<file path="src/design/sobel_pkg.sv">
// sobel_pkg: shared constants, types and state encodings for the sobel edge block
// no dependencies; imported by every module of the block
`default_nettype none
package sobel_pkg;

	localparam int MAX_WIDTH_DEF  = 1024;
	localparam int MAX_HEIGHT_DEF = 4096;
	localparam int PIX_W          = 24;
	localparam int WIDTH_W        = 11;
	localparam int HEIGHT_W       = 13;
	localparam int CFG_W          = 13;
	localparam int CFG_IDX_W      = 1;
	localparam int GRAD_W         = 11;
	localparam int ABS_W          = 10;
	localparam int SUM_W          = 21;

	localparam logic [WIDTH_W-1:0]  RST_WIDTH  = WIDTH_W'(640);
	localparam logic [HEIGHT_W-1:0] RST_HEIGHT = HEIGHT_W'(480);
	localparam logic [SUM_W-1:0]    SAT_SUM    = SUM_W'(65280);

	localparam logic [CFG_IDX_W-1:0] REG_IMAGE_WIDTH  = 1'b0;
	localparam logic [CFG_IDX_W-1:0] REG_IMAGE_HEIGHT = 1'b1;

	typedef logic [PIX_W-1:0] pix_t;
	typedef pix_t [2:0] pcol_t;
	typedef pcol_t [2:0] win_t;
	typedef logic [2:0][7:0] rgb8_t;

	typedef enum logic [2:0] {
		S_IDLE,
		S_RD,
		S_GO,
		S_BUSY,
		S_WAIT
	} ctl_state_t;

	typedef enum logic [1:0] {
		M_IDLE,
		M_SQ,
		M_ROOT,
		M_RND
	} mag_state_t;

endpackage
`default_nettype wire

</file>
<file path="src/design/sobel_mag.sv">
// sobel_mag: sobel gradients and rounded saturated magnitude for three channels
// one root bit per cycle; uses sobel_pkg
`default_nettype none
module sobel_mag (
	input  wire logic              clk,
	input  wire logic              arst_n,
	input  wire logic              start,
	input  wire sobel_pkg::win_t   win,
	output logic                   done,
	output sobel_pkg::rgb8_t       mag
);
	import sobel_pkg::*;

	mag_state_t state_q, state_d;
	logic [2:0] cnt_q;
	logic [2:0][ABS_W-1:0] ax_q, ay_q;
	logic [2:0][SUM_W-1:0] s_q;
	logic [2:0][7:0] n_q;

	logic [2:0][ABS_W-1:0] ax_d, ay_d;
	logic [2:0][SUM_W-1:0] s_d;
	logic [2:0][7:0] n_step;
	logic [2:0][7:0] n_rnd;

	always_comb begin
		logic [9:0] lft, rgt, top, bot;
		logic signed [GRAD_W-1:0] gx, gy;
		for (int ch = 0; ch < 3; ch++) begin
			rgt = 10'(win[2][0][8*ch +: 8]) + {1'b0, win[2][1][8*ch +: 8], 1'b0}
				+ 10'(win[2][2][8*ch +: 8]);
			lft = 10'(win[0][0][8*ch +: 8]) + {1'b0, win[0][1][8*ch +: 8], 1'b0}
				+ 10'(win[0][2][8*ch +: 8]);
			top = 10'(win[0][0][8*ch +: 8]) + {1'b0, win[1][0][8*ch +: 8], 1'b0}
				+ 10'(win[2][0][8*ch +: 8]);
			bot = 10'(win[0][2][8*ch +: 8]) + {1'b0, win[1][2][8*ch +: 8], 1'b0}
				+ 10'(win[2][2][8*ch +: 8]);
			gx = signed'({1'b0, rgt}) - signed'({1'b0, lft});
			gy = signed'({1'b0, top}) - signed'({1'b0, bot});
			ax_d[ch] = gx[GRAD_W-1] ? ABS_W'(-gx) : ABS_W'(gx);
			ay_d[ch] = gy[GRAD_W-1] ? ABS_W'(-gy) : ABS_W'(gy);
		end
	end

	always_comb begin
		logic [2*ABS_W-1:0] sx, sy;
		logic [7:0] t;
		logic [15:0] tt, nn;
		logic [SUM_W-1:0] rem;
		logic [8:0] n1;
		for (int ch = 0; ch < 3; ch++) begin
			sx = ax_q[ch] * ax_q[ch];
			sy = ay_q[ch] * ay_q[ch];
			s_d[ch] = SUM_W'(sx) + SUM_W'(sy);
			t = n_q[ch] | (8'd1 << cnt_q);
			tt = t * t;
			n_step[ch] = (SUM_W'(tt) <= s_q[ch]) ? t : n_q[ch];
			nn = n_q[ch] * n_q[ch];
			rem = s_q[ch] - SUM_W'(nn);
			n1 = {1'b0, n_q[ch]} + 9'(rem > SUM_W'(n_q[ch]));
			if (s_q[ch] > SAT_SUM || n1[8]) begin
				n_rnd[ch] = 8'hff;
			end else begin
				n_rnd[ch] = n1[7:0];
			end
		end
	end

	always_comb begin
		state_d = state_q;
		done = 1'b0;
		case (state_q)
			M_IDLE: begin
				if (start) begin
					state_d = M_SQ;
				end
			end
			M_SQ: state_d = M_ROOT;
			M_ROOT: begin
				if (cnt_q == 3'd0) begin
					state_d = M_RND;
				end
			end
			M_RND: begin
				done = 1'b1;
				state_d = M_IDLE;
			end
			default: state_d = M_IDLE;
		endcase
	end

	always_ff @(posedge clk or negedge arst_n) begin
		if (!arst_n) begin
			state_q <= M_IDLE;
		end else begin
			state_q <= state_d;
		end
	end

	always_ff @(posedge clk) begin
		case (state_q)
			M_IDLE: begin
				ax_q <= ax_d;
				ay_q <= ay_d;
			end
			M_SQ: begin
				s_q <= s_d;
				n_q <= '0;
				cnt_q <= 3'd7;
			end
			M_ROOT: begin
				n_q <= n_step;
				cnt_q <= cnt_q - 3'd1;
			end
			M_RND: mag <= n_rnd;
			default: ;
		endcase
	end

endmodule
`default_nettype wire

</file>
<file path="config.mk">
export PLATFORM = sky130hd
export DESIGN_NAME = sobel_mag
export DESIGN_NICKNAME = d
export VERILOG_FILES = /design/src/design/sobel_pkg.sv /design/src/design/sobel_mag.sv
export SDC_FILE = /design/constraint.sdc
export NUM_CORES = 2
export LEC_CHECK = 0
export ABC_AREA = 0
export BUFFER_PORTS_ARGS = -buffer_cell sky130_fd_sc_hd__clkbuf_2
export CORE_MARGIN = 4
export CORE_UTILIZATION = 45
export DETAILED_ROUTE_END_ITERATION = 8
export HOLD_SLACK_MARGIN = 0.06
export RECOVER_POWER = 25
export SLEW_MARGIN = 40
export SYNTH_ARGS = -nofsm -noshare
export SYNTH_HDL_FRONTEND = slang
export SYNTH_SLANG_ARGS = --single-unit
</file>
<file path="constraint.sdc">
create_clock -name clk -period 9.6 [get_ports clk]
set_input_delay 0.48 -clock clk [delete_from_list [all_inputs] [get_ports clk]]
set_output_delay 0.48 -clock clk [all_outputs]
set_load 0.02 [all_outputs]
</file>
==> metrics.cfg <==
[outcome]
status = complete, but fails checks
violations = max-capacitance violations, max-slew violations

[route]
drc = 0
via_count = 30714
post_drt_via_cell_ratio = 4.95
antenna_left = 0
dr.pass1.iters = 5
totalWireLength_um = 91400
drt_iter0_drc = 1372
wire_per_inst_um = 14.7

[yosys]
synth_cell_types = 78
synth-main-ff-cell = edfxtp_1
synth-seq-cells = 176
avgSynthCellArea_um2 = 9.34
synthArstFlopShare = 0.0114
synth-edff-count = 174
synth_nets = 6361
syn-instance-count = 4749
ys_warn_count = 0
synth_area_mm2 = 0.0444
synth_seq_area_share = 0.119

[clock_tree]
cts_tree = done
clk_pin_slew_worst_paths_ns = 0.07
h-tree-depth = 4
clockRootBuffer = clkbuf_16
clockBufferDepth = 2
cts_buffers = 17
post_cts_buffers = 0
cts_hold_buf = 1
cts_sinks = 176
cts_resized = 0
worst_skew_pair.late_latency_ns = 0.51

[flow_run]
maxCapViolCount = 3

[setup_path]
end_kind = flop
r2r-start = cnt_q[0]
critPathMaxFanout = 9
start_kind = flop
ff2ff_path_depth = 23
crit_arrival_ns = 8.05
path_class = reg2reg
crit_required_ns = 9.73
critPathLaunch = cnt_q[0]
rr_endpoint = n_q[3]
r2r_slack_ns = 1.68

[sta]
hold_viol_final = 0
clock.fmax_ghz = 0.126
finalSetupViolCount = 0
finalSetupTns_ns = 0
relSlewSlack = -1.56
tightestPinTransition_ns = 3.83
slew_viol_final = 152
min_period_ns = 7.92
timing.final.crit_share = 0.825
finClkSkew_ns = 0.0217
grt_setup_unrepaired = false

[placement]
dpl.hpwl_um = 80200
place_congestion = 0.826
io_buffers = 219

[floorplanning]
start_util = 0.456
die_area_mm2 = 0.104
die_w_um = 322
dieHeight_um = 322
core_mm2 = 0.0973
ios = 244
row_count = 114

[cells_and_area]
diodes = 0
mostFrequentLayoutCells = inv_1 (1228), fa_1 (752), ha_1 (641)
final_common_cell = inv_1
area_growth_pct = 7.03
drive_above_1_share = 0.0554
nets = 6531

[global_route]
grt_max_degree = 64
grt_pass1_vias = 32869
grt_pass1_wl_um = 160000
overflow = 0
grt_usage = 0.188
antenna_found_initial = 0

[worst_hold_path]
hold_class = in2async

flip-flops by register name (all words and copies together) (netlist names):
register	cells
state_q	2
ax_q	30
cnt_q	3
s_q	63
mag	24
ay_q	30
n_q	24
critical path, cell delays in order, from the launching register on:
cell and delay, ns:
edfxtp_1 0.44, inv_1 0.13, ha_1 0.27, nor2b_1 0.65
nor2_1 0.38, or2_2 0.40, inv_1 0.08, fa_1 0.44
fa_1 0.55, inv_1 0.06, fa_1 0.50, fa_1 0.54
inv_1 0.04, ha_1 0.31, or2_2 0.30, o311a_1 0.15
o21a_1 0.19, o21a_1 0.18, o41ai_1 0.33, xnor2_1 0.13
ha_1 0.31, nand4_1 0.11, or4_1 0.55, a41oi_2 0.51
synth_stat cells, drive strengths merged, types with 22 or more instances:
master,number,area share
nand2,297,0.025
inv,1228,0.10
a31oi,22,0.0031
nand3,41,0.0046
and2,173,0.024
clkbuf,74,0.0063
xor2,79,0.016
nor2,278,0.024
fa,752,0.34
a211oi,23,0.0043
a21oi,152,0.017
o21ai,95,0.011
nand2b,46,0.0065
nand4,40,0.0056
nor2b,57,0.0080
o21a,28,0.0047
a21o,73,0.012
edfxtp,174,0.12
ha,641,0.18
xnor2,191,0.038
nor3,45,0.0051
worst max path at each step:
stage                     endpoint  slack, ns  depth (start not counted)
after global placement      n_q[5]       1.51                         23
final                       n_q[3]       1.68                         23
after detailed placement    n_q[3]       1.69                         23
after global routing        n_q[3]       1.29                         23
after CTS                   n_q[3]       1.66                         23
after floorplan             n_q[0]       2.55                         24
per-stage QoR:
stage	setup WS, ns	cells	instance area [um^2]	util	hold WS (ns)
after floorplan	2.55	4749	44400	-	0.184
after global placement	1.51	6175	46800	0.482	0.297
after detailed placement	1.69	6175	46900	0.482	0.298
after CTS	1.66	6208	47500	0.489	0.287
after global routing	1.29	6208	47500	0.488	0.335
final	1.68	6208	47500	0.488	0.352
routing by layer:
metal	global-route usage	vias to the layer above	part of all wire
li1	-	15153	-
met1	0.263	15075	0.47
met4	0.0322	0	0.012
met5	0	-	0
met2	0.319	423	0.48
met3	0.0219	63	0.032
final cells by class:
type / instances / area (um^2)
clock buffers: 18 / 429
clock inverters: 14 / 224
fillers: 9339 / 49800
inverters: 1235 / 4640
multi-input cells: 3262 / 34200
flip-flops and latches: 176 / 5280
well taps: 1276 / 1600
repair buffers: 227 / 1110
kinds of logic after synthesis:
kind of cell	share of synthesized area
adder cells (fa/ha/maj)	0.520
buffers and inverters	0.111
AND/OR/NAND/NOR	0.118
AO/OA/AOI/OAI	0.0746
XOR/XNOR	0.0533
flip-flops	0.119
multiplexers	0.00460
Power is not shown: default switching activity piles up to over one toggle a cycle in this logic, so the estimate is an artifact.
